$ cat config.mk
export PLATFORM = sky130hd
export DESIGN_NAME = pnm_dist
export DESIGN_NICKNAME = d
export VERILOG_FILES = /design/src/sv/pnm_pkg.sv /design/src/sv/pnm_dist.sv
export SDC_FILE = /design/constraint.sdc
export NUM_CORES = 1
export LEC_CHECK = 0
export BUFFER_PORTS_ARGS = -buffer_cell sky130_fd_sc_hd__buf_4
export CELL_PAD_IN_SITES_DETAIL_PLACEMENT = 0
export CELL_PAD_IN_SITES_GLOBAL_PLACEMENT = 2
export CORE_UTILIZATION = 37
export DETAILED_ROUTE_END_ITERATION = 10
export PLACE_DENSITY_LB_ADDON = 0.1
export SLEW_MARGIN = 20
export SYNTH_ARGS = -nofsm -noshare
export SYNTH_HDL_FRONTEND = slang
export SYNTH_SLANG_ARGS = --single-unit
$ cat constraint.sdc
create_clock -name clk -period 13 [get_ports clk]
set_input_delay 1.95 -clock clk [delete_from_list [all_inputs] [get_ports clk]]
set_output_delay 1.95 -clock clk [all_outputs]
set_load 0.01 [all_outputs]
$ cat src/sv/pnm_pkg.sv
// Package for the palette nearest-match block: sizes, codes and shared types.
package pnm_pkg;

  localparam int TABLE_ENTRIES = 4096;
  localparam int IDX_W         = (TABLE_ENTRIES > 1) ? $clog2(TABLE_ENTRIES) : 1;
  localparam int CNT_W         = $clog2(TABLE_ENTRIES + 1);
  localparam int COLOR_W       = 8;
  localparam int CODE_W        = 8;
  localparam int GLYPH_W       = 16;
  localparam int STATUS_W      = 3;
  localparam int OUT_IDX_W     = 12;
  localparam int SQ_W          = 2 * COLOR_W;
  localparam int DIST_W        = 18;

  typedef enum logic [0:0] {
    OP_INSERT = 1'b0,
    OP_QUERY  = 1'b1
  } pnm_op_t;

  typedef enum logic [STATUS_W-1:0] {
    ST_INSERTED  = 3'd0,
    ST_DUPLICATE = 3'd1,
    ST_FULL      = 3'd2,
    ST_MATCH     = 3'd3,
    ST_EMPTY     = 3'd4
  } pnm_status_t;

  typedef enum logic [1:0] {
    S_IDLE,
    S_SCAN,
    S_DRAIN,
    S_FINISH
  } pnm_state_t;

  typedef struct packed {
    logic [COLOR_W-1:0] red;
    logic [COLOR_W-1:0] green;
    logic [COLOR_W-1:0] blue;
    logic [CODE_W-1:0]  background;
    logic [CODE_W-1:0]  foreground;
    logic [GLYPH_W-1:0] glyph;
  } pnm_entry_t;

  localparam int ENTRY_W = $bits(pnm_entry_t);

  // sequencer -> distance unit
  typedef struct packed {
    logic             start;     // clear running best before a scan
    logic             rd_valid;  // table read data valid this cycle
    logic [IDX_W-1:0] rd_index;  // index of that read data
  } pnm_scan_t;

  // distance unit -> sequencer
  typedef struct packed {
    logic               busy;    // a distance is still in flight
    logic               dup;     // an entry of equal color was seen
    logic [IDX_W-1:0]   index;
    logic [DIST_W-1:0]  distance;
    logic [CODE_W-1:0]  background;
    logic [CODE_W-1:0]  foreground;
    logic [GLYPH_W-1:0] glyph;
  } pnm_best_t;

  function automatic logic [OUT_IDX_W-1:0] to_out_idx(input logic [IDX_W-1:0] idx);
    logic [IDX_W+OUT_IDX_W-1:0] wide;
    wide = {{OUT_IDX_W{1'b0}}, idx};
    return wide[OUT_IDX_W-1:0];
  endfunction

endpackage

$ cat src/sv/pnm_dist.sv
// Shared distance unit: squared color distance, equality and running minimum.
module pnm_dist (
  input  logic               clk,
  input  logic               rst_n,
  input  pnm_pkg::pnm_scan_t scan,
  input  pnm_pkg::pnm_entry_t rd_data,
  input  pnm_pkg::pnm_entry_t key,
  output pnm_pkg::pnm_best_t best
);
  import pnm_pkg::*;

  logic [COLOR_W-1:0] dr, dg, db;
  logic [SQ_W-1:0]    sr, sg, sb;
  logic [DIST_W-1:0]  dsum;

  // stage B registers
  logic               v2_r, v2_nxt;
  logic [IDX_W-1:0]   idx2_r;
  logic [DIST_W-1:0]  d2_r;
  logic               eq2_r;
  logic [CODE_W-1:0]  bg2_r, fg2_r;
  logic [GLYPH_W-1:0] gl2_r;

  // running best
  logic               found_r, found_nxt;
  logic               dup_r, dup_nxt;
  logic               take;
  logic [IDX_W-1:0]   bidx_r;
  logic [DIST_W-1:0]  bdist_r;
  logic [CODE_W-1:0]  bbg_r, bfg_r;
  logic [GLYPH_W-1:0] bgl_r;

  always_comb begin
    dr   = (rd_data.red   > key.red)   ? rd_data.red   - key.red   : key.red   - rd_data.red;
    dg   = (rd_data.green > key.green) ? rd_data.green - key.green : key.green - rd_data.green;
    db   = (rd_data.blue  > key.blue)  ? rd_data.blue  - key.blue  : key.blue  - rd_data.blue;
    sr   = SQ_W'(dr) * SQ_W'(dr);
    sg   = SQ_W'(dg) * SQ_W'(dg);
    sb   = SQ_W'(db) * SQ_W'(db);
    dsum = DIST_W'(sr) + DIST_W'(sg) + DIST_W'(sb);
  end

  assign v2_nxt = scan.rd_valid;
  // strict less keeps the lowest index on ties
  assign take   = v2_r && (!found_r || (d2_r < bdist_r));

  always_comb begin
    found_nxt = found_r;
    dup_nxt   = dup_r;
    if (scan.start) begin
      found_nxt = 1'b0;
      dup_nxt   = 1'b0;
    end else if (v2_r) begin
      found_nxt = 1'b1;
      dup_nxt   = dup_r | eq2_r;
    end
  end

  always_ff @(posedge clk) begin
    if (!rst_n) begin
      v2_r    <= 1'b0;
      found_r <= 1'b0;
      dup_r   <= 1'b0;
    end else begin
      v2_r    <= v2_nxt;
      found_r <= found_nxt;
      dup_r   <= dup_nxt;
    end
  end

  always_ff @(posedge clk) begin
    if (scan.rd_valid) begin
      idx2_r <= scan.rd_index;
      d2_r   <= dsum;
      eq2_r  <= (dr == '0) && (dg == '0) && (db == '0);
      bg2_r  <= rd_data.background;
      fg2_r  <= rd_data.foreground;
      gl2_r  <= rd_data.glyph;
    end
    if (take) begin
      bidx_r  <= idx2_r;
      bdist_r <= d2_r;
      bbg_r   <= bg2_r;
      bfg_r   <= fg2_r;
      bgl_r   <= gl2_r;
    end
  end

  always_comb begin
    best.busy       = v2_r;
    best.dup        = dup_r;
    best.index      = bidx_r;
    best.distance   = bdist_r;
    best.background = bbg_r;
    best.foreground = bfg_r;
    best.glyph      = bgl_r;
  end

endmodule

==> flow_summary.toml <==
[floorplan]
die_x_um = 180
die_h_um = 180
io_pins = 192
rows = 64
start_util = 0.379
fp.dieArea_mm2 = 0.0323
core_area_mm2 = 0.0308

[global_route]
grt_pass1_wl_um = 38000
grt_max_degree = 65
grt_overflow = 0
antenna_found_initial = 1
grt_usage = 0.148
grt_pass1_vias = 7789

[finish]
drive_above_1_share = 0.177
n_antenna_cell = 0
layout_commonest_cell = "inv_1"
area_growth_pct = 19.5
design_area_mm2 = 0.0140
nNetsFinal = 1637
most-common-layout-cells = "inv_1 (276), buf_4 (170), ha_1 (139), fa_1 (138), edfxtp_1 (125)"

[sta]
finalCritPeriodShare = 0.784
maxSlewHeadroom = 0.425
finalClockSkew_ns = 0.0116
max_freq_mhz = 98.1
drv_slew = 0
hold_violations = 0
tightest_slew_ns = 0.863
fin_crit_ns = 10.19
rsz0062_at_grt = "false"
tns_ns = 0
finalSetupViolations = 0

[status]
failed_checks = "DRC"
outcome = "complete, but fails checks"

[logic_synthesis]
ys_warn_count = 0
yosysSeqAreaShare = 0.326
syn_avg_cell_area_um2 = 11.1
synth-edff-count = 125
syn_inst = 1054
synth.distinct_cells = 59
ys.flop_type = "edfxtp_1"
syn_nets = 1459
mappedNetlistArea_mm2 = 0.0117
synth_seq_cells = 128
ys_async_sr_fraction = 0

[routing]
vias = 7587
final_antenna_net_count = 0
vias_per_cell = 4.62
met3WireLength_um = 759
detail_route.wl_per_cell_um = 14.0
drt_iter0_drc = 294
met2WireLength_um = 11800
firstDrtPassIters = 11
drt_wl_total_um = 23000
drt-met1-wl_um = 10100
top_layer_used = "met4"
drc_errors = 16

[worst_setup_path]
path_max_fanout = 8
end_kind = "register"
startpoint_type = "input pin"
cp.required_ns = 13.21
cpMostUsedCell = "fa_1"
crit_path_top_delay_cell = "xor2_1"
critPathKind = "input pin to register"
worst_path_largest_cell_delay_ns = 0.62
arrival_ns = 10.40

[flow_run]
max-cap-violations = 0

[cts]
insertion_delay_ns = 0.42
cts_tree = "yes"
holdBufCountCts = 0
clock_sinks = 128
clockRootBuffer = "clkbuf_16"
cts_buffer_depth = 2
numCtsBuffers = 17
cts.reportedPaths.clkPinSlew_ns = 0.06
post_cts_buffers = 0
cts_max_level = 4
cts-resized-gates = 0

[place]
gp_congestion = 0.743
dpl.hpwl_um = 19400
place_area_mm2 = 0.0134
port_buffers = 159

[hold_path]
min-delay-path-class = "register to register"
-- routing by layer --
metal,vias up,global-route usage
li1,3734,-
met5,-,0
met3,15,0.0243
met4,0,0.0403
met1,3712,0.188
met2,126,0.261
-- area by class of cell --
| type | count | area, um2 |
|---|---|---|
| well taps | 396 | 495 |
| multi-input cells | 635 | 6780 |
| clock buffers | 18 | 429 |
| flip-flops and latches | 128 | 3810 |
| repair buffers | 170 | 1280 |
| clock inverters | 14 | 116 |
| inverters | 280 | 1050 |
| fillers | 2991 | 16900 |
-- worst max-delay path: cells and delay by family --
kind                       cells  cell delay, ns
adders and majority gates     10            4.40
AOI/OAI and AO/OA              7            1.93
muxes                          1            0.29
and+or+nand+nor                3            0.44
buffers and inverters          8            0.48
xor gates and xnor gates       2            0.91
-- cells by family after synthesis --
logic type / after synthesis / share of synthesized area
AO/OA/AOI/OAI: 112 / 0.0676
XOR/XNOR: 31 / 0.0245
adder cells (fa/ha/maj): 277 / 0.385
buffers and inverters: 291 / 0.0952
flip-flops: 128 / 0.326
multiplexers: 20 / 0.0185
AND/OR/NAND/NOR: 195 / 0.0823
-- Yosys cell counts, types with 2 or more instances --
master	count	area, um2
inv_1	276	1040
ha_1	139	1740
fa_1	138	2760
edfxtp_1	125	3750
nor2_1	75	282
nand2_1	32	120
a21oi_1	27	135
a21o_1	23	173
xnor2_1	20	175
o21ai_0	19	95.1
mux2i_1	16	160
nand2b_1	14	87.6
nor3_1	11	55.1
and2_1	9	56.3
nand4_1	9	56.3
nor2b_1	9	56.3
xor2_1	9	78.8
or2_1	8	50.1
a31oi_1	6	37.5
and3_1	6	37.5
a211oi_1	5	37.5
o21a_1	5	37.5
o21bai_1	5	37.5
a221oi_1	4	35.0
and4_1	4	35.0
buf_2	4	20.0
clkbuf_1	4	15.0
inv_2	4	15.0
nand3_1	4	20.0
or3_1	4	25.0
dfxtp_1	3	60.1
mux2_2	3	33.8
o21ai_1	3	15.0
or2_2	3	18.8
buf_4	2	15.0
nand3b_1	2	15.0
xnor2_2	2	32.5
-- stage by stage --
stage | hold WS, ns | std cells | util | setup WS, ns
2_1_floorplan | 0.400 | 1054 | - | 3.58
3_3_place_gp | 0.401 | 1609 | 0.435 | 2.34
3_5_place_dp | 0.405 | 1609 | 0.435 | 2.36
4_1_cts | 0.416 | 1641 | 0.453 | 2.76
5_1_grt | 0.420 | 1641 | 0.453 | 2.37
6_report | 0.416 | 1641 | 0.453 | 2.81
-- registers in the layout, summed over array words and instances, names as in the netlist --
| name | flops |
|---|---|
| bdist_r | 18 |
| d2_r | 18 |
| bgl_r | 16 |
| gl2_r | 16 |
| bidx_r | 12 |
| idx2_r | 12 |
| bbg_r | 8 |
| bfg_r | 8 |
| bg2_r | 8 |
| fg2_r | 8 |
| dup_r | 1 |
| eq2_r | 1 |
| found_r | 1 |
| v2_r | 1 |
-- path summary, 6_finish.rpt --
check               to         from  depth (start not counted)  slack, ns
max reg2reg  bidx_r[2]      d2_r[7]                          8       9.48
max           d2_r[17]  rd_data[32]                         31       2.81
min           bbg_r[5]     bg2_r[5]                          0       0.42
min reg2reg   bbg_r[5]     bg2_r[5]                          0       0.42
Power is not shown: default switching activity piles up to over one toggle a cycle in this logic, so the estimate is an artifact.
