`src/sv/pnm_ram.sv`:
```
// Generic single-write, single-read RAM with registered read data.
module pnm_ram #(
  parameter int WIDTH = 8,
  parameter int DEPTH = 16
) (
  input  logic                                       clk,
  input  logic                                       we,
  input  logic [((DEPTH > 1) ? $clog2(DEPTH) : 1)-1:0] waddr,
  input  logic [WIDTH-1:0]                           wdata,
  input  logic                                       re,
  input  logic [((DEPTH > 1) ? $clog2(DEPTH) : 1)-1:0] raddr,
  output logic [WIDTH-1:0]                           rdata
);

  logic [WIDTH-1:0] mem [DEPTH];

  always_ff @(posedge clk) begin
    if (we) begin
      mem[waddr] <= wdata;
    end
    if (re) begin
      rdata <= mem[raddr];
    end
  end

endmodule

```
`config.mk`:
```
export PLATFORM = sky130hd
export DESIGN_NAME = pnm_ram
export DESIGN_NICKNAME = d
export VERILOG_FILES = /design/src/sv/pnm_ram.sv
export SDC_FILE = /design/constraint.sdc
export NUM_CORES = 1
export LEC_CHECK = 0
export ABC_AREA = 1
export BUFFER_PORTS_ARGS = -buffer_cell sky130_fd_sc_hd__buf_4
export CAP_MARGIN = 20
export CORE_MARGIN = 10
export CORE_UTILIZATION = 50
export CTS_CLUSTER_DIAMETER = 120
export CTS_CLUSTER_SIZE = 10
export DETAILED_ROUTE_END_ITERATION = 8
export PLACE_DENSITY = 0.66
export SYNTH_ARGS = -nofsm -noshare
export SYNTH_HDL_FRONTEND = slang
export SYNTH_SLANG_ARGS = --single-unit
```
`constraint.sdc`:
```
create_clock -name clk -period 1.4 [get_ports clk]
set_input_delay 0 -clock clk [delete_from_list [all_inputs] [get_ports clk]]
set_output_delay 0 -clock clk [all_outputs]
set_load 0.02 [all_outputs]
```
==> implementation parameters, run 1 <==
Parameter                              Value

Synth
  Post-synthesis instance area    5850 um^2
  Synthesized area per cell    10.6 um^2
  Share of synthesized registers carrying an async set or reset    0%
  Ranking of synthesized cells by area    edfxtp_1 70%, nand2_1 11%, nand3_1 8.3%
  Sequential share of the synthesized area    69.8%
  Number of instances in the synthesized netlist    551
  Most frequent cell after synthesis    nand2_1
  Register bit total from synthesis    136
  Main flop type after synthesis    edfxtp_1
  Post-synth cell types    11
  Number of nets in the synthesized netlist    570
  Number of enable-type register cells in the synthesized netlist    136
  Ys Warns    0
  Synth top cells by count    173 x nand2_1, 136 x edfxtp_1, 100 x inv_1
  Yosys top cell area share    69.8%
  Biggest area consumer among synthesized cells    edfxtp_1

Cells and area
  Antenna cells    0
  Final standard cell count with taps included and fillers excluded    762
  Fillcell total    920
  Fraction of final layout cells sized beyond drive strength 1    13.1%
  Net count, final    625
  Area Growth Syn to Fin    20.3%
  Combined area of the multi-input logic cells    1210 um^2
  Post-Layout Inst Area    7030 um^2
  Total area of sequential cells    4080 um^2

Critical path
  Crit start category    flip-flop
  Maximum fanout count along the critical path    1
  Crit Reg-Reg Startpoint    mem[3][2]$_DFFE_PP_
  CP Data Arrival Time    1.32 ns
  Kind of end point of the critical path    flip-flop
  Crit Path Class    reg2reg
  Endpoint required time on the critical path    1.56 ns
  Launch point of the critical path    mem[3][2]$_DFFE_PP_

Timing
  Total setup violations reported at the end of the flow    0
  Period utilisation layout    82.6%
  Max-slew violation count    0
  Worst clock skew on the final layout    0.00886 ns
  RSZ-0062 raised after global routing    false
  Post-route setup TNS    0 ns
  Worst slew margin relative to its limit    72.0%
  Clock period minus final worst setup slack    1.16 ns
  Final number of hold-violating endpoints    0
  Worst setup slack after layout    0.243 ns
  Achievable frequency    865 MHz
  Transition time of the tightest slew-check pin    0.419 ns

Clock tree
  Clock buffers created by TritonCTS    17
  CTS sink count    136
  Max clock buf depth    2
  Number of setup buffers added after CTS    0
  CTS tree    yes
  Clock root buffer master    clkbuf_16
  H-tree lvl count    4
  Clock-pin transition on the worst setup and hold timing paths    0.06 ns
  Clock latency of the later-clocked register in the worst-skew pair    0.42 ns

Detailed routing
  Via count    3927
  DR iter-0 viols    500
  Average wire per cell in the routed design    17.6 um
  Total Wirelength    13.4 mm
  DRC violation count after routing    0
  Number of optimization iterations in the first detailed-route pass    6
  Antenna Violating Nets Remaining    0
  Mean number of vias per cell    5.15

Place
  Number of placed cells counting well taps    720
  Placement-stage cell area    6300 um^2
  Routability Congestion    0.892
  Setup slack at placement    0.218 ns
  Hpwl dp    8.31 mm
  Total of buffers placed on input and output ports    26

GRT
  Number of antenna violations at the first check in global routing    0
  Total routing resource utilization after global routing    16.8%
  GR Overflow Total    0
  Largest net degree at the start of global routing    49
  First-pass GRT wire length    21.0 mm
  Vias in the first global route    3924

Floorplanning
  Number of placement rows    39
  Initial standard-cell utilization of the core    51.2%
  Die extent in x    128 um
  Num ports    27
  Area of the placeable core    11400 um^2
  Vertical die dimension    128 um
  Floorplan die area    16400 um^2

Worst hold path
  Type of the worst min-delay path    in2reg
  Hold path startpoint    raddr[2]

Power and ir drop
  Ratio of total power to cell area    1420 nW/um^2
  Leakage power    3.05 nW
  Max rail drop VDD    0.000777 V

Status
  Run status    finished, final reports clean

Job
  Max capacitance violation total    0
==> metrics by stage <==
| step | total power [W] | utilization (%) | hold slack, ns |
|---|---|---|---|
| after floorplan | 0.00504 | - | 0.0989 |
| after global placement | 0.00531 | 55.2 | 0.301 |
| after detailed placement | 0.00532 | 55.2 | 0.311 |
| after CTS | 0.0101 | 61.6 | 0.0584 |
| after global routing | 0.0103 | 61.6 | 0.0859 |
| final | 0.0100 | 61.6 | 0.0689 |
==> power breakdown <==
| group | internal [W] | switching, W | leakage [nW] |
|---|---|---|---|
| clock | 0.00314 | 0.00162 | 0.305 |
| combinational | 0.000224 | 0.000421 | 1.51 |
| sequential | 0.00459 | 0.0000293 | 1.24 |
| total | 0.00795 | 0.00207 | 3.05 |
==> layout by cell type, fill, tap and decap left out, types with 5 or more instances in the layout <==
cell             n
bufinv_16        5
buf_4           45
buf_12           5
nand2_1        173
edfxtp_1       136
nand3_1         97
nor2_1          17
clkbuf_16       17
dlygate4sd3_1   10
inv_1          100
==> cells by family (layout without fill, tap and decap cells) <==
logic type / after synthesis / count (layout) / synth area share (%)
and+or+nand+nor: 289 / 289 / 20.8
DFF: 136 / 136 / 69.8
buffers and inverters: 126 / 194 / 9.39
==> repair_timing <==
item | in CTS | in global routing
hold endpoints to repair | 141 | 0
resized for setup | 0 | 0
setup endpoints to repair | 0 | 0
hold buffers | 10 | 0
==> worst paths after layout <==
check,endpoint,slack (ns),cells past startpoint
hold reg to reg,rdata[1]$_DFFE_PP_,0.77,6
hold / removal,rdata[3]$_DFFE_PP_,0.07,4
setup reg to reg,rdata[2]$_DFFE_PP_,0.24,6
setup / recovery,rdata[2]$_DFFE_PP_,0.24,6
==> layer usage <==
layer  share of wire [%]  up-vias  GRT usage [%]
li1                    -     1889              -
met1                  43     1871           21.7
met2                  48      146           26.8
met3                 6.8       21           3.85
met4                 1.8        0           6.49
met5                   0        -              0
==> final cells by class <==
type	count	area share [%]
tap	143	2.54
clock buffer	18	6.10
inverter	102	5.44
timing repair buffer	60	7.65
multi-input combinational	289	17.3
sequential	136	58.1
clock inverter	14	2.92
==> critical path, stage by stage (launching register included) <==
cell and delay (ns):
edfxtp_1 0.35, inv_1 0.07, nand2_1 0.06, nand3_1 0.09, nand3_1 0.09, nand3_1 0.15, nand2_1 0.08
==> state kept, by name, indices dropped and copies added (netlist names) <==
name,count
rdata,8
mem,128
Power figures use the tool's default switching activity.
==> run 2, diff against run 1 <==
PLACE_DENSITY = 0.69   (was 0.66)
clock period = 1 ns   (was 1.4 ns; I/O delays follow)
==> run 2 against run 1 <==
  * The flow now finishes with violations (setup timing)
  * Critical path depth is the same
  * Routed wire length up 5.7%
  * Cell area grew 3.5%
  * Power rose by 42%
  * Critical path type unchanged
  * Critical endpoint is now rdata[0]$_DFFE_PP_
==> implementation parameters, run 2 (synthesis gave the netlist of run 1 again) <==
Parameter                              Value

Floorplanning
  Initial standard-cell utilization of the core    51.2%
  Area of the placeable core    11400 um^2
  Vertical die dimension    128 um
  Number of placement rows    39
  Floorplan die area    16400 um^2
  Die extent in x    128 um
  Num ports    27

Power and ir drop
  Internal power contribution    0.0112 W
  Ratio of total power to cell area    1950 nW/um^2
  Max rail drop VDD    0.00137 V
  Proportion of power drawn by the clock network    47.3%
  Gate power share    7.1%
  Flop pwr share    45.6%
  Net switching power    0.00300 W
  Proportion of total power due to net switching    21.1%
  Leakage power    3.14 nW

Clock tree
  Max clock buf depth    2
  Clock-pin transition on the worst setup and hold timing paths    0.06 ns
  Clock buffers created by TritonCTS    17
  Number of setup buffers added after CTS    0
  CTS sink count    136
  H-tree lvl count    4
  Clock latency of the later-clocked register in the worst-skew pair    0.41 ns
  CTS tree    yes
  Clock root buffer master    clkbuf_16

GRT
  GR Overflow Total    0
  Layer carrying the most global-route usage    met2
  Global routing met3 resource utilization    3.72%
  First-pass GRT wire length    22.1 mm
  Largest net degree at the start of global routing    41
  Number of antenna violations at the first check in global routing    0
  Vias in the first global route    4150
  Total routing resource utilization after global routing    17.8%
  Met1 Usage GRT    21.9%
  Grt met2 use    29.2%

Job
  Max capacitance violation total    0

Cells and area
  Total area of sequential cells    4080 um^2
  Antenna cells    0
  Net count, final    630
  Fraction of final layout cells sized beyond drive strength 1    20.5%
  Most common cell after layout, fill and taps aside    nand2_1
  Most flops, register    mem
  Combined area of the multi-input logic cells    1400 um^2
  Final standard cell count with taps included and fillers excluded    766
  Largest registers    mem (128), rdata (8)
  Area Growth Syn to Fin    24.5%
  Fillcell total    906
  Max reg flops    128
  Most frequent cells in the layout    166 x nand2_1, 136 x edfxtp_1, 99 x inv_1, 63 x nand3_1, 46 x buf_4

Place
  Hpwl dp    8.83 mm
  Number of placed cells counting well taps    726
  Setup slack at placement    -0.174 ns
  Total of buffers placed on input and output ports    26
  Routability Congestion    0.846

Critical path
  Crit-path cells    inv_1, nand2_1, nand3_2, nand3_1, nand3_2, nand2_2
  Crit start category    flip-flop
  Critical Path Most Common Cell    nand3_2
  Kind of end point of the critical path    flip-flop
  Crit Reg-Reg Startpoint    mem[4][0]$_DFFE_PP_
  Launch point of the critical path    mem[4][0]$_DFFE_PP_
  Endpoint required time on the critical path    1.17 ns
  Crit Path Class    reg2reg
  Critical-path cell with the highest stage delay    edfxtp_1
  Delay of the slowest cell on the worst path    0.37 ns
  CP Data Arrival Time    1.26 ns
  Maximum fanout count along the critical path    1

Timing
  RSZ-0062 raised after global routing    true
  Transition time of the tightest slew-check pin    0.396 ns
  Clock period minus final worst setup slack    1.10 ns
  Total setup violations reported at the end of the flow    9
  Worst setup slack after layout    -0.0968 ns
  Worst clock skew on the final layout    0.00842 ns
  Post-route setup TNS    -0.631 ns
  Achievable frequency    912 MHz
  Period utilisation layout    110%
  Final number of hold-violating endpoints    0
  Max-slew violation count    0
  Worst slew margin relative to its limit    73.6%

Detailed routing
  Via count    4083
  Number of optimization iterations in the first detailed-route pass    5
  Average wire per cell in the routed design    18.5 um
  Mean number of vias per cell    5.33
  Antenna Violating Nets Remaining    0
  DR iter-0 viols    365
  DRC violation count after routing    0
  Total Wirelength    14.1 mm

Worst hold path
  Type of the worst min-delay path    in2reg
  Hold path startpoint    raddr[3]

Status
  Run status    complete, but fails checks
  Violated checks    setup timing
run 2: area by class of cell:
class / count / share of cell area [%]
multi-input cells: 289 / 19.3
repair buffers: 65 / 8.25
well taps: 143 / 2.46
inverters: 102 / 5.26
clock buffers: 18 / 5.90
flip-flops and latches: 136 / 56.1
clock inverters: 13 / 2.78
run 2: critical path, delay by kind of cell, from the launching register on:
kind,cells,cell delay [ns]
and+or+nand+nor,5,0.42
DFF,1,0.37
buffers and inverters,1,0.07
run 2: per-layer routing:
layer,part of all wire (%),up-vias
met1,41,1969
met2,50,169
li1,-,1907
met3,6.1,38
met4,2.8,0
met5,0,-
run 2: path summary, 6_finish.rpt:
path | endpoint | slack (ns) | cells after the start
setup / recovery | rdata[0]$_DFFE_PP_ | -0.1 | 6
hold / removal | rdata[2]$_DFFE_PP_ | 0.09 | 4
setup reg to reg | rdata[0]$_DFFE_PP_ | -0.1 | 6
hold reg to reg | rdata[7]$_DFFE_PP_ | 0.78 | 6
run 2: stage by stage:
step	hold WS, ns	utilization (%)	instance area [um^2]	power [W]
6_report	0.0912	63.8	7280	0.0142
5_1_grt	0.103	63.8	7280	0.0146
4_1_cts	0.0766	63.4	7240	0.0142
3_5_place_dp	0.318	55.7	6350	0.00747
3_3_place_gp	0.304	55.7	6350	0.00745
2_1_floorplan	0.0989	-	5850	0.00706
run 2: what timing repair did:
action                                  4_1_cts  5_1_grt
endpoints found under the setup margin       11       12
hold endpoints to repair                    136        0
pin swaps                                    33       17
resized for setup                            34       12
hold buffers                                  9        0
run 2: power groups by stage:
| stage | sequential, W | clock [W] | combinational [W] |
|---|---|---|---|
| floorplan | 0.00661 | 0 | 0.000450 |
| global placement | 0.00658 | 0 | 0.000870 |
| detailed placement | 0.00659 | 0 | 0.000888 |
| CTS | 0.00647 | 0.00676 | 0.000987 |
| global route | 0.00648 | 0.00703 | 0.00110 |
| finish | 0.00647 | 0.00671 | 0.00101 |
==> run 3, diff against run 2 <==
CORE_MARGIN = unset   (was 10)
==> run 3 against run 2 <==
  * The flow still finishes with violations (setup timing)
  * First-iteration DRC count is 11% lower
  * Routed wire length is 1.2% lower
  * Combinational power hardly changed
  * Critical path depth stayed put
  * Via count is 1.1% lower
  * Cell area hardly changed
  * Utilization is 0.055 points higher
  * Register-to-register slack hardly changed
  * Flip-flop and latch count stayed put
  * Power is 2.4% lower
  * Largest power group is now registers
==> implementation parameters, run 3 (synthesis gave the netlist of run 1 again) <==
Parameter                              Value

Status
  Run status    complete, but fails checks
  Violated checks    setup timing

Power and ir drop
  Ratio of total power to cell area    1900 nW/um^2
  Total power consumption of the routed design    0.0138 W
  Leakage power    3.15 nW
  Max rail drop VDD    0.00132 V

Cells and area
  Max reg flops    128
  Fraction of final layout cells sized beyond drive strength 1    21.4%
  Antenna cells    0
  Final standard cell count with taps included and fillers excluded    768
  Fillcell total    874
  Post-Layout Inst Area    7290 um^2
  Total area of sequential cells    4080 um^2
  Most common cell after layout, fill and taps aside    nand2_1
  Area Growth Syn to Fin    24.6%
  Net count, final    631
  Most frequent cells in the layout    170 x nand2_1, 136 x edfxtp_1, 97 x inv_1, 56 x nand3_1, 46 x buf_4
  Largest registers    mem (128), rdata (8)
  Combined area of the multi-input logic cells    1430 um^2
  Most flops, register    mem

Detailed routing
  Total Wirelength    14.0 mm
  Mean number of vias per cell    5.26
  Number of optimization iterations in the first detailed-route pass    8
  DR iter-0 viols    324
  Antenna Violating Nets Remaining    0
  Via count    4039
  DRC violation count after routing    0
  Average wire per cell in the routed design    18.2 um

Clock tree
  Clock buffers created by TritonCTS    17
  CTS sink count    136
  Clock-pin transition on the worst setup and hold timing paths    0.06 ns
  Number of setup buffers added after CTS    0
  H-tree lvl count    4
  Clock root buffer master    clkbuf_16
  Max clock buf depth    2
  CTS tree    yes
  Clock latency of the later-clocked register in the worst-skew pair    0.41 ns

Place
  Total of buffers placed on input and output ports    26
  Routability Congestion    0.871
  Placement-stage cell area    6350 um^2
  Setup slack at placement    -0.253 ns
  Number of placed cells counting well taps    726
  Hpwl dp    8.61 mm

Floorplanning
  Die extent in x    110 um
  Vertical die dimension    110 um
  Initial standard-cell utilization of the core    51.2%
  Floorplan die area    12100 um^2
  Number of placement rows    39
  Num ports    27
  Area of the placeable core    11400 um^2

Critical path
  Endpoint required time on the critical path    1.16 ns
  Total buffers and inverters traversed by the critical path    1
  Kind of cell adding the most delay to the critical path    simple AND/OR/NAND/NOR gates
  Critical-path cell with the highest stage delay    edfxtp_1
  Crit start category    flip-flop
  Delay of the slowest cell on the worst path    0.37 ns
  Maximum fanout count along the critical path    1
  Crit-path cells    inv_1, nand2_1, nand3_2, nand3_2, nand3_2, nand2_1
  Crit Path Class    reg2reg
  Critical Path Most Common Cell    nand3_2
  Kind of end point of the critical path    flip-flop
  CP Data Arrival Time    1.26 ns

Timing
  Transition time of the tightest slew-check pin    0.376 ns
  RSZ-0062 raised after global routing    true
  Clock period minus final worst setup slack    1.10 ns
  Worst slew margin relative to its limit    74.9%
  Period utilisation layout    110%
  Total setup violations reported at the end of the flow    10
  Max-slew violation count    0
  Achievable frequency    907 MHz
  Min Hold Slack    0.0271 ns
  Final number of hold-violating endpoints    0
  Worst setup slack after layout    -0.102 ns
  Worst clock skew on the final layout    0.00757 ns

GRT
  First-pass GRT wire length    21.4 mm
  Total routing resource utilization after global routing    25.3%
  Grt met2 use    42.9%
  Global routing met3 resource utilization    5.11%
  Met1 Usage GRT    32.8%
  Number of antenna violations at the first check in global routing    0
  Largest net degree at the start of global routing    35
  Vias in the first global route    3997
  Layer carrying the most global-route usage    met2
  GR Overflow Total    0

Job
  Max capacitance violation total    0

Worst hold path
  Type of the worst min-delay path    in2reg
## run 3: cell count changes in the layout (fill, tap and decap cells not counted)
cell	change
nand2_1	+4
nand3_1	-7
inv_6	+3
clkinv_1	-2
nand2_2	-4
clkinv_2	-1
clkbuf_1	+2
inv_2	+2
inv_1	-2
clkinv_4	+2
clkinvlp_4	-1
nand3_2	+7
dlygate4sd3_1	+1
bufinv_16	-2
## run 3: per-layer routing
| metal | part of all wire (%) | wire length (um) |
|---|---|---|
| met2 | 50 | 7040 |
| met5 | 0 | 0 |
| met3 | 6.9 | 965 |
| met1 | 41 | 5710 |
| met4 | 1.8 | 257 |
## run 3: repair_timing
action	in CTS	in global routing
pin swaps	25	15
hold buffers	10	0
gates resized for setup	30	21
hold endpoints to repair	137	0
setup endpoints to repair	10	12
## run 3: path summary, 6_finish.rpt
check / cells past startpoint / start / endpoint / slack (ns)
hold / removal: 3 / raddr[3] / rdata[4]$_DFFE_PP_ / 0.03
hold reg to reg: 6 / mem[11][7]$_DFFE_PP_ / rdata[7]$_DFFE_PP_ / 0.76
setup / recovery: 6 / mem[8][1]$_DFFE_PP_ / rdata[1]$_DFFE_PP_ / -0.10
setup reg to reg: 6 / mem[8][1]$_DFFE_PP_ / rdata[1]$_DFFE_PP_ / -0.10
## run 3: per-stage QoR
step	TNS [ns]	utilization, %
after floorplan	0	-
after CTS	-0.538	63.0
final	-0.637	63.8
after global placement	-1.57	55.7
after detailed placement	-2.17	55.7
after global routing	-1.12	63.8
## run 3: worst register-to-register path, delay by kind of cell (launching register included)
| family | cells | cell delay [ns] |
|---|---|---|
| simple gates | 5 | 0.41 |
| flops | 1 | 0.37 |
| buf+inv | 1 | 0.08 |
## run 3: where the power goes
group	leakage, nW	internal (W)	switching, W	total [W]
combinational	1.63	0.000370	0.000658	0.00103
clock	0.286	0.00397	0.00238	0.00635
sequential	1.24	0.00642	0.0000443	0.00647
## run 3: final cells by class
| class | instances | share of cell area [%] |
|---|---|---|
| multi-input combinational | 289 | 19.6 |
| clock inverter | 12 | 2.28 |
| tap | 143 | 2.46 |
| sequential | 136 | 56.1 |
| inverter | 102 | 5.26 |
| timing repair buffer | 66 | 8.38 |
| clock buffer | 20 | 5.99 |
