<file path="config.mk">
export PLATFORM = sky130hd
export DESIGN_NAME = pnm_seq_flat
export DESIGN_NICKNAME = d
export VERILOG_FILES = /design/src/sv/pnm_pkg.sv /design/src/sv/pnm_if.sv /design/src/sv/pnm_seq.sv /design/src/flat_wrapper.sv
export SDC_FILE = /design/constraint.sdc
export NUM_CORES = 1
export LEC_CHECK = 0
export BUFFER_PORTS_ARGS = -buffer_cell sky130_fd_sc_hd__clkbuf_2
export CAP_MARGIN = 30
export CORE_MARGIN = 2
export CORE_UTILIZATION = 51
export DETAILED_ROUTE_END_ITERATION = 6
export HOLD_SLACK_MARGIN = 0.05
export PLACE_DENSITY = 0.87
export SETUP_SLACK_MARGIN = 0.05
export SYNTH_ARGS = -nofsm -noshare
export SYNTH_HDL_FRONTEND = slang
export SYNTH_SLANG_ARGS = --single-unit
</file>
<file path="constraint.sdc">
create_clock -name clk -period 9.3 [get_ports clk]
set_clock_uncertainty 0.15 [all_clocks]
set_input_delay 1.86 -clock clk [delete_from_list [all_inputs] [get_ports clk]]
set_output_delay 1.86 -clock clk [all_outputs]
set_load 0.005 [all_outputs]
</file>
<file path="src/sv/pnm_pkg.sv">
// Package for the palette nearest-match block: sizes, codes and shared types.
package pnm_pkg;

  localparam int TABLE_ENTRIES = 4096;
  localparam int IDX_W         = (TABLE_ENTRIES > 1) ? $clog2(TABLE_ENTRIES) : 1;
  localparam int CNT_W         = $clog2(TABLE_ENTRIES + 1);
  localparam int COLOR_W       = 8;
  localparam int CODE_W        = 8;
  localparam int GLYPH_W       = 16;
  localparam int STATUS_W      = 3;
  localparam int OUT_IDX_W     = 12;
  localparam int SQ_W          = 2 * COLOR_W;
  localparam int DIST_W        = 18;

  typedef enum logic [0:0] {
    OP_INSERT = 1'b0,
    OP_QUERY  = 1'b1
  } pnm_op_t;

  typedef enum logic [STATUS_W-1:0] {
    ST_INSERTED  = 3'd0,
    ST_DUPLICATE = 3'd1,
    ST_FULL      = 3'd2,
    ST_MATCH     = 3'd3,
    ST_EMPTY     = 3'd4
  } pnm_status_t;

  typedef enum logic [1:0] {
    S_IDLE,
    S_SCAN,
    S_DRAIN,
    S_FINISH
  } pnm_state_t;

  typedef struct packed {
    logic [COLOR_W-1:0] red;
    logic [COLOR_W-1:0] green;
    logic [COLOR_W-1:0] blue;
    logic [CODE_W-1:0]  background;
    logic [CODE_W-1:0]  foreground;
    logic [GLYPH_W-1:0] glyph;
  } pnm_entry_t;

  localparam int ENTRY_W = $bits(pnm_entry_t);

  // sequencer -> distance unit
  typedef struct packed {
    logic             start;     // clear running best before a scan
    logic             rd_valid;  // table read data valid this cycle
    logic [IDX_W-1:0] rd_index;  // index of that read data
  } pnm_scan_t;

  // distance unit -> sequencer
  typedef struct packed {
    logic               busy;    // a distance is still in flight
    logic               dup;     // an entry of equal color was seen
    logic [IDX_W-1:0]   index;
    logic [DIST_W-1:0]  distance;
    logic [CODE_W-1:0]  background;
    logic [CODE_W-1:0]  foreground;
    logic [GLYPH_W-1:0] glyph;
  } pnm_best_t;

  function automatic logic [OUT_IDX_W-1:0] to_out_idx(input logic [IDX_W-1:0] idx);
    logic [IDX_W+OUT_IDX_W-1:0] wide;
    wide = {{OUT_IDX_W{1'b0}}, idx};
    return wide[OUT_IDX_W-1:0];
  endfunction

endpackage

</file>
<file path="src/sv/pnm_if.sv">
// Valid/ready channel interfaces for the input items and the result items.
interface pnm_in_if;
  import pnm_pkg::*;

  logic               valid;
  logic               ready;
  logic [0:0]         opcode;
  logic [COLOR_W-1:0] red;
  logic [COLOR_W-1:0] green;
  logic [COLOR_W-1:0] blue;
  logic [CODE_W-1:0]  background;
  logic [CODE_W-1:0]  foreground;
  logic [GLYPH_W-1:0] glyph;

  modport source (
    output valid, opcode, red, green, blue, background, foreground, glyph,
    input  ready
  );
  modport sink (
    input  valid, opcode, red, green, blue, background, foreground, glyph,
    output ready
  );
endinterface

interface pnm_out_if;
  import pnm_pkg::*;

  logic                 valid;
  logic                 ready;
  logic [STATUS_W-1:0]  status;
  logic [OUT_IDX_W-1:0] entry_index;
  logic [DIST_W-1:0]    distance;
  logic [CODE_W-1:0]    match_background;
  logic [CODE_W-1:0]    match_foreground;
  logic [GLYPH_W-1:0]   match_glyph;

  modport source (
    output valid, status, entry_index, distance, match_background, match_foreground,
           match_glyph,
    input  ready
  );
  modport sink (
    input  valid, status, entry_index, distance, match_background, match_foreground,
           match_glyph,
    output ready
  );
endinterface

</file>
<file path="src/sv/pnm_seq.sv">
// Sequencer: item capture, table scan, entry append and result register.
module pnm_seq (
  input  logic                 clk,
  input  logic                 rst_n,
  pnm_in_if.sink               in_ch,
  pnm_out_if.source            out_ch,
  output pnm_pkg::pnm_scan_t   scan,
  input  pnm_pkg::pnm_best_t   best,
  output pnm_pkg::pnm_entry_t  key,
  output logic                 ram_re,
  output logic [pnm_pkg::IDX_W-1:0] ram_raddr,
  output logic                 ram_we,
  output logic [pnm_pkg::IDX_W-1:0] ram_waddr
);
  import pnm_pkg::*;

  pnm_state_t state_r, state_nxt;

  logic             in_fire, fin_go, last_issue, full, do_append;
  logic [CNT_W-1:0] count_r, count_nxt;
  logic [CNT_W-1:0] scan_r, scan_nxt;
  logic             rdv_r;
  logic [IDX_W-1:0] rdidx_r;
  pnm_op_t          op_r;
  pnm_entry_t       key_r;

  logic                 out_valid_r, out_valid_nxt;
  pnm_status_t          status_r, status_nxt;
  logic [OUT_IDX_W-1:0] oidx_r, oidx_nxt;
  logic [DIST_W-1:0]    odist_r, odist_nxt;
  logic [CODE_W-1:0]    obg_r, obg_nxt, ofg_r, ofg_nxt;
  logic [GLYPH_W-1:0]   ogl_r, ogl_nxt;

  assign in_fire    = in_ch.valid && in_ch.ready;
  assign last_issue = (scan_r + CNT_W'(1)) == count_r;
  assign full       = count_r == CNT_W'(TABLE_ENTRIES);
  assign do_append  = fin_go && (op_r == OP_INSERT) && !best.dup && !full;

  // next state
  always_comb begin
    state_nxt = state_r;
    case (state_r)
      S_IDLE: begin
        if (in_fire) begin
          state_nxt = (count_r == '0) ? S_FINISH : S_SCAN;
        end
      end
      S_SCAN: begin
        if (last_issue) begin
          state_nxt = S_DRAIN;
        end
      end
      S_DRAIN: begin
        if (!rdv_r && !best.busy) begin
          state_nxt = S_FINISH;
        end
      end
      S_FINISH: begin
        if (!out_valid_r || out_ch.ready) begin
          state_nxt = S_IDLE;
        end
      end
      default: state_nxt = S_IDLE;
    endcase
  end

  // state outputs
  always_comb begin
    in_ch.ready = 1'b0;
    ram_re      = 1'b0;
    fin_go      = 1'b0;
    case (state_r)
      S_IDLE:   in_ch.ready = 1'b1;
      S_SCAN:   ram_re      = 1'b1;
      S_DRAIN:  ;
      S_FINISH: fin_go      = !out_valid_r || out_ch.ready;
      default:  ;
    endcase
  end

  assign ram_raddr     = scan_r[IDX_W-1:0];
  assign ram_we        = do_append;
  assign ram_waddr     = count_r[IDX_W-1:0];
  assign scan.start    = in_fire;
  assign scan.rd_valid = rdv_r;
  assign scan.rd_index = rdidx_r;
  assign key           = key_r;

  // datapath
  always_comb begin
    scan_nxt      = scan_r;
    count_nxt     = count_r;
    out_valid_nxt = out_valid_r && !out_ch.ready;
    status_nxt    = status_r;
    oidx_nxt      = oidx_r;
    odist_nxt     = odist_r;
    obg_nxt       = obg_r;
    ofg_nxt       = ofg_r;
    ogl_nxt       = ogl_r;
    if (in_fire) begin
      scan_nxt = '0;
    end else if (ram_re) begin
      scan_nxt = scan_r + CNT_W'(1);
    end
    if (do_append) begin
      count_nxt = count_r + CNT_W'(1);
    end
    if (fin_go) begin
      out_valid_nxt = 1'b1;
      oidx_nxt      = '0;
      odist_nxt     = '0;
      obg_nxt       = '0;
      ofg_nxt       = '0;
      ogl_nxt       = '0;
      if (op_r == OP_INSERT) begin
        if (best.dup) begin
          status_nxt = ST_DUPLICATE;
        end else if (full) begin
          status_nxt = ST_FULL;
        end else begin
          status_nxt = ST_INSERTED;
          oidx_nxt   = to_out_idx(count_r[IDX_W-1:0]);
        end
      end else if (count_r == '0) begin
        status_nxt = ST_EMPTY;
      end else begin
        status_nxt = ST_MATCH;
        oidx_nxt   = to_out_idx(best.index);
        odist_nxt  = best.distance;
        obg_nxt    = best.background;
        ofg_nxt    = best.foreground;
        ogl_nxt    = best.glyph;
      end
    end
  end

  always_ff @(posedge clk) begin
    if (!rst_n) begin
      state_r     <= S_IDLE;
      count_r     <= '0;
      rdv_r       <= 1'b0;
      out_valid_r <= 1'b0;
    end else begin
      state_r     <= state_nxt;
      count_r     <= count_nxt;
      rdv_r       <= ram_re;
      out_valid_r <= out_valid_nxt;
    end
  end

  always_ff @(posedge clk) begin
    scan_r   <= scan_nxt;
    rdidx_r  <= ram_raddr;
    status_r <= status_nxt;
    oidx_r   <= oidx_nxt;
    odist_r  <= odist_nxt;
    obg_r    <= obg_nxt;
    ofg_r    <= ofg_nxt;
    ogl_r    <= ogl_nxt;
    if (in_fire) begin
      op_r             <= pnm_op_t'(in_ch.opcode);
      key_r.red        <= in_ch.red;
      key_r.green      <= in_ch.green;
      key_r.blue       <= in_ch.blue;
      key_r.background <= in_ch.background;
      key_r.foreground <= in_ch.foreground;
      key_r.glyph      <= in_ch.glyph;
    end
  end

  assign out_ch.valid            = out_valid_r;
  assign out_ch.status           = status_r;
  assign out_ch.entry_index      = oidx_r;
  assign out_ch.distance         = odist_r;
  assign out_ch.match_background = obg_r;
  assign out_ch.match_foreground = ofg_r;
  assign out_ch.match_glyph      = ogl_r;

endmodule

</file>
<file path="src/flat_wrapper.sv">
// flat-port wrapper written by rule: the top's interface ports become plain ports
module pnm_seq_flat import pnm_pkg::*;
  (clk, rst_n, scan, best, key, ram_re, ram_raddr, ram_we, ram_waddr, in_ch_valid, in_ch_opcode, in_ch_red, in_ch_green, in_ch_blue, in_ch_background, in_ch_foreground, in_ch_glyph, in_ch_ready, out_ch_valid, out_ch_status, out_ch_entry_index, out_ch_distance, out_ch_match_background, out_ch_match_foreground, out_ch_match_glyph, out_ch_ready);
  pnm_in_if in_ch_i ();
  pnm_out_if out_ch_i ();
  input  logic clk;
  input  logic rst_n;
  output pnm_pkg::pnm_scan_t scan;
  input  pnm_pkg::pnm_best_t best;
  output pnm_pkg::pnm_entry_t key;
  output logic ram_re;
  output logic [pnm_pkg::IDX_W-1:0] ram_raddr;
  output logic ram_we;
  output logic [pnm_pkg::IDX_W-1:0] ram_waddr;
  input wire logic [$bits(in_ch_i.valid)-1:0] in_ch_valid;
  input wire logic [$bits(in_ch_i.opcode)-1:0] in_ch_opcode;
  input wire logic [$bits(in_ch_i.red)-1:0] in_ch_red;
  input wire logic [$bits(in_ch_i.green)-1:0] in_ch_green;
  input wire logic [$bits(in_ch_i.blue)-1:0] in_ch_blue;
  input wire logic [$bits(in_ch_i.background)-1:0] in_ch_background;
  input wire logic [$bits(in_ch_i.foreground)-1:0] in_ch_foreground;
  input wire logic [$bits(in_ch_i.glyph)-1:0] in_ch_glyph;
  output wire logic [$bits(in_ch_i.ready)-1:0] in_ch_ready;
  output wire logic [$bits(out_ch_i.valid)-1:0] out_ch_valid;
  output wire logic [$bits(out_ch_i.status)-1:0] out_ch_status;
  output wire logic [$bits(out_ch_i.entry_index)-1:0] out_ch_entry_index;
  output wire logic [$bits(out_ch_i.distance)-1:0] out_ch_distance;
  output wire logic [$bits(out_ch_i.match_background)-1:0] out_ch_match_background;
  output wire logic [$bits(out_ch_i.match_foreground)-1:0] out_ch_match_foreground;
  output wire logic [$bits(out_ch_i.match_glyph)-1:0] out_ch_match_glyph;
  input wire logic [$bits(out_ch_i.ready)-1:0] out_ch_ready;
  assign in_ch_i.valid = in_ch_valid;
  assign in_ch_i.opcode = in_ch_opcode;
  assign in_ch_i.red = in_ch_red;
  assign in_ch_i.green = in_ch_green;
  assign in_ch_i.blue = in_ch_blue;
  assign in_ch_i.background = in_ch_background;
  assign in_ch_i.foreground = in_ch_foreground;
  assign in_ch_i.glyph = in_ch_glyph;
  assign in_ch_ready = in_ch_i.ready;
  assign out_ch_valid = out_ch_i.valid;
  assign out_ch_status = out_ch_i.status;
  assign out_ch_entry_index = out_ch_i.entry_index;
  assign out_ch_distance = out_ch_i.distance;
  assign out_ch_match_background = out_ch_i.match_background;
  assign out_ch_match_foreground = out_ch_i.match_foreground;
  assign out_ch_match_glyph = out_ch_i.match_glyph;
  assign out_ch_i.ready = out_ch_ready;
  pnm_seq u_core (.clk(clk), .rst_n(rst_n), .in_ch(in_ch_i), .out_ch(out_ch_i), .scan(scan), .best(best), .key(key), .ram_re(ram_re), .ram_raddr(ram_raddr), .ram_we(ram_we), .ram_waddr(ram_waddr));
endmodule
</file>
==> impl_metrics.ini, run 1 <==
[layout]
area_delta_synth_final_pct = 29.7
num_antenna_cells = 0
final_common_cell = clkbuf_2
drive_above_1_share_pct = 43.4
fin_nets = 873
stdcell_count = 926
fillers = 913
mostFrequentLayoutCells = clkbuf_2, edfxtp_1, and2_1, dfxtp_1, nor2_1

[power]
leakage_uw = 0.00365
power_uw = 1880
power_density_mw_per_mm2 = 220
ir_drop_mv = 0.186

[grt]
grt_pass1_wl_um = 26200
antenna_found_initial = 0
track_usage_pct = 24.6
grt_overflow = 0
grt_pass1_vias = 4751
grt_max_degree = 71

[detailed_routing]
route.detailed.drc = 0
antenna_left = 0
vias = 4887
first_pass_iters = 5
drt_wl_total_um = 17200
dr.first_iter.drc_count = 521
avgRoutedWirePerCell_um = 18.5
vias_per_cell = 5.28

[place]
port_buffers = 287
dp.final_hpwl_um = 12500
globalplace.congestion = 0.882
dp_cells = 893

[die]
io_pins = 288
floorplan.initialDensity_pct = 52.1
core.rowCount = 41
die_x_um = 118
core_sq_mm = 0.0126
die-area_sq_mm = 0.0138
dieHeight_um = 118

[clock_network]
cts_tree = done
post_cts_buffers = 0
htreeDepth = 4
ctsResizeCount = 0
clkSinkCount = 164
numCtsBuffers = 17
clock_path_buffers = 2
hold_buffers = 0
clock_latency_ns = 0.41
path_clk_slew_ns = 0.06
cts_root_buffer = clkbuf_16

[timing]
fmax_mhz = 186
min_period_over_period_pct = 57.7
hold_slack_ns = 0.351
rsz0062_at_grt = false
period_needed_ns = 5.37
finalSetupTns_ns = 0
final_max_slew_viol_count = 0
relSlewSlack_pct = 42.6
hold_viol_final = 0
worst_pin_slew_ns = 0.858
setup_violations = 0

[synthesis]
ys.flop_type = edfxtp_1
synth_seq_cells = 164
synth_area_sq_mm = 0.00658
synth_area_leaders = edfxtp_1, dfxtp_1, and2_1, buf_4, xnor2_1
yosys.area.top_type = edfxtp_1
synth_top_area_share_pct = 55.7
synth_nets = 616
synth_cell_types = 53
avgSynthCellArea_sq_um = 13.6
synth_cells = 484
yosysSeqAreaShare_pct = 68.5
ys_warn_count = 0
async_reset_ff_share_pct = 0
synth_edf_count = 122

[critical_path]
worstPathCellList = clkbuf_2 -> nor2_1 -> nand3_1 -> a21oi_4 -> clkbuf_2
worstPathRequired_ns = 7.29
critPathLaunchType = input pin
critical_path_arrival_ns = 3.36
path_class = input pin to output pin
cp_max_fo = 13
slowest_stage = nor2_1
cp_common_cell = clkbuf_2
critical-path-top-delay-family = simple AND/OR/NAND/NOR gates
cp-end-kind = output pin
path_buf_inv = 2
slowest_delay_ns = 0.65

[min_path]
min_path_type = flip-flop to flip-flop

[job]
maxCapViolations = 0

[status]
status = completed
[where the power goes]
group          switching [uW]  internal [uW]  total [uW]  leakage [uW]
combinational             157            111         268       0.00186
sequential               37.2            899         937       0.00152
clock                     277            395         671      0.000272
total                     471           1400        1880       0.00365
[registers in the layout, indices dropped and copies added, names as in the netlist]
| signal | count |
|---|---|
| u_core.out_ch.match_background | 8 |
| u_core.state_r | 2 |
| u_core.out_ch.distance | 18 |
| u_core.scan_r | 13 |
| u_core.rdidx_r | 12 |
| u_core.out_ch.match_glyph | 16 |
| u_core.out_ch.valid | 1 |
| u_core.rdv_r | 1 |
| u_core.count_r | 13 |
| u_core.key | 56 |
| u_core.out_ch.match_foreground | 8 |
| u_core.out_ch.status | 3 |
| u_core.out_ch.entry_index | 12 |
| u_core.op_r | 1 |
[final timing paths]
check | startpoint | end | slack (ns) | cells past startpoint
worst max-delay path | best[62] | ram_we | 3.93 | 5
worst min-delay path | u_core.scan_r[11]$_SDFFE_PP0P_ | u_core.rdidx_r[11]$_DFF_P_ | 0.35 | 0
worst max register to register | u_core.scan_r[0]$_SDFFE_PP0P_ | u_core.state_r[0]$_SDFFE_PN0P_ | 6.58 | 8
worst min register to register | u_core.scan_r[11]$_SDFFE_PP0P_ | u_core.rdidx_r[11]$_DFF_P_ | 0.35 | 0
[cell type report]
class | instances | area [sq um] | area share [%]
clock buffer | 19 | 433 | 5.08
clock inverter | 13 | 134 | 1.57
inverter | 11 | 41.3 | 0.484
multi-input combinational | 257 | 1730 | 20.3
sequential | 164 | 4500 | 52.8
tap | 172 | 215 | 2.52
timing repair buffer | 290 | 1470 | 17.3
[kinds of logic after synthesis]
logic type / Yosys count / share of synthesized area [%]
buffers and inverters: 63 / 5.38
xor gates and xnor gates: 26 / 3.46
and+or+nand+nor: 162 / 14.6
AOI/OAI and AO/OA: 59 / 6.31
adders and majority gates: 7 / 1.33
DFF: 164 / 68.5
muxes: 3 / 0.475
[synth_stat cells, types with 11 or more instances]
cell	count
a22o_1	12
and2_1	61
nand3_1	13
nand2_1	15
edfxtp_1	122
clkbuf_1	12
buf_4	27
nor2_1	18
buf_2	12
xnor2_1	15
xor2_1	11
dfxtp_1	42
inv_1	11
o21ai_0	16
[layer usage]
metal	routed length, um	vias to the layer above	part of all wire, %	track usage (%)
met3	1170	48	6.8	5.96
met5	0	-	0	0
met2	9110	245	53	43.8
li1	-	2235	-	-
met1	6380	2359	37	28.5
met4	512	0	3.0	10.5
[through the flow]
step | instance area [sq um] | setup WS, ns | utilization, %
after floorplan | 6580 | 3.10 | -
after global placement | 7940 | 4.00 | 62.9
after detailed placement | 7940 | 3.92 | 62.9
after CTS | 8510 | 3.91 | 67.4
after global routing | 8530 | 3.71 | 67.6
final | 8530 | 3.93 | 67.6
No activity file was read; power rests on OpenSTA's default activity.
==> inputs of run 2 (changes only) <==
Settings changed: CORE_UTILIZATION 51 to 47, PLACE_DENSITY 0.87 to 0.81.
Clock period 9.3 ns to 5 ns, I/O delays scaled along.
==> impl_metrics.ini, run 2 (synthesis gave the netlist of run 1 again) <==
[grt]
grt_overflow = 0
grt_max_degree = 63
antenna_found_initial = 0
grt_pass1_vias = 4487
track_usage_pct = 21.2
grt_pass1_wl_um = 23800

[layout]
fillers = 1055
largest_reg_flops = 56
stdcell_count = 934
drive_above_1_share_pct = 43.8
num_antenna_cells = 0
final_common_cell = clkbuf_2
mostFrequentLayoutCells = clkbuf_2, edfxtp_1, and2_1, dfxtp_1, nor2_1
multi_input_area_sq_mm = 0.00173
seqCellArea_sq_mm = 0.00450
fin_nets = 873
area_delta_synth_final_pct = 30.0

[timing]
relSlewSlack_pct = 42.6
finalSetupTns_ns = 0
period_needed_ns = 3.63
final_max_slew_viol_count = 0
setup_violations = 0
rsz0062_at_grt = false
timing.final.ws_setup_ns = 1.37
worst_pin_slew_ns = 0.858
fmax_mhz = 276
min_period_over_period_pct = 72.6
hold_viol_final = 0

[detailed_routing]
avgRoutedWirePerCell_um = 17.7
route.detailed.drc = 0
vias = 4782
first_pass_iters = 5
dr.first_iter.drc_count = 397
antenna_left = 0
vias_per_cell = 5.12
drt_wl_total_um = 16600

[critical_path]
timing.rr.start = u_core.scan_r[0]$_SDFFE_PP0P_
rr_endpoint = u_core.state_r[0]$_SDFFE_PN0P_
cp_max_fo = 13
critical_path_arrival_ns = 2.48
worstRegToRegCells = 8
r2r_slack_ns = 2.31
critPathLaunchType = input pin
cp-end-kind = output pin
worstPathRequired_ns = 3.85
path_class = input pin to output pin

[status]
status = completed

[clock_network]
ctsResizeCount = 0
numCtsBuffers = 17
cts_root_buffer = clkbuf_16
clkSinkCount = 164
hold_buffers = 0
clock_path_buffers = 2
htreeDepth = 4
post_cts_buffers = 0
cts_tree = done
path_clk_slew_ns = 0.06
clock_latency_ns = 0.42

[min_path]
hold_end = u_core.rdidx_r[11]$_DFF_P_
min_path_type = flip-flop to flip-flop
whs_path_depth = 0
min_from = u_core.scan_r[11]$_SDFFE_PP0P_

[place]
dp_cells = 901
place_ws_ns = 1.42
port_buffers = 287
globalplace.congestion = 0.851
dp.final_hpwl_um = 12400

[die]
dieHeight_um = 122
die-area_sq_mm = 0.0150
io_pins = 288
die_x_um = 122
core_sq_mm = 0.0138
floorplan.initialDensity_pct = 47.8
core.rowCount = 43

[power]
leakage_uw = 0.00366
power_uw = 3510
power_density_mw_per_mm2 = 410
ir_drop_mv = 0.265

[job]
maxCapViolations = 0
[run 2: cell types whose count changed in the layout (fill, tap and decap cells not counted)]
cell,delta
inv_6,+3
clkinv_4,-1
clkbuf_1,-1
clkinv_2,+1
clkinv_1,-2
[run 2: layout make-up]
class	instances	share of cell area, %
clock buffer	18	5.02
clock inverter	14	1.74
timing repair buffer	290	17.2
multi-input combinational	257	20.2
inverter	11	0.483
tap	180	2.63
sequential	164	52.7
[run 2: metal layers]
layer,vias to the layer above,GRT usage [%],wire length [um]
met5,-,0,0
met1,2304,24.1,6190
met3,39,5.62,1220
met4,0,9.34,420
li1,2229,-,-
met2,210,37.4,8750
[run 2: worst max-delay path by stage]
stage / depth (start not counted) / startpoint / to / slack, ns
CTS: 5 / best[62] / ram_we / 1.42
global route: 5 / best[62] / ram_we / 1.33
floorplan: 3 / in_ch_valid / scan[13] / 0.52
detailed placement: 5 / best[62] / ram_we / 1.42
global placement: 5 / best[62] / ram_we / 1.46
finish: 5 / best[62] / ram_we / 1.37
[run 2: critical path, cell delays in order]
cell and delay [ns]:
clkbuf_2 0.09, nor2_1 0.65, nand3_1 0.25, a21oi_4 0.32, clkbuf_2 0.17
[run 2: stage by stage]
step	util (%)	hold slack (ns)	cell area, sq um
5_1_grt	62.1	0.372	8550
3_5_place_dp	57.7	0.350	7950
2_1_floorplan	-	0.197	6580
4_1_cts	61.9	0.360	8530
6_report	62.1	0.355	8550
3_3_place_gp	57.7	0.336	7950
[run 2: report_power, final]
group | total (uW) | internal (uW) | switching (uW)
logic | 495 | 206 | 288
clock network | 1270 | 740 | 533
registers | 1740 | 1670 | 69.4
total | 3510 | 2620 | 891
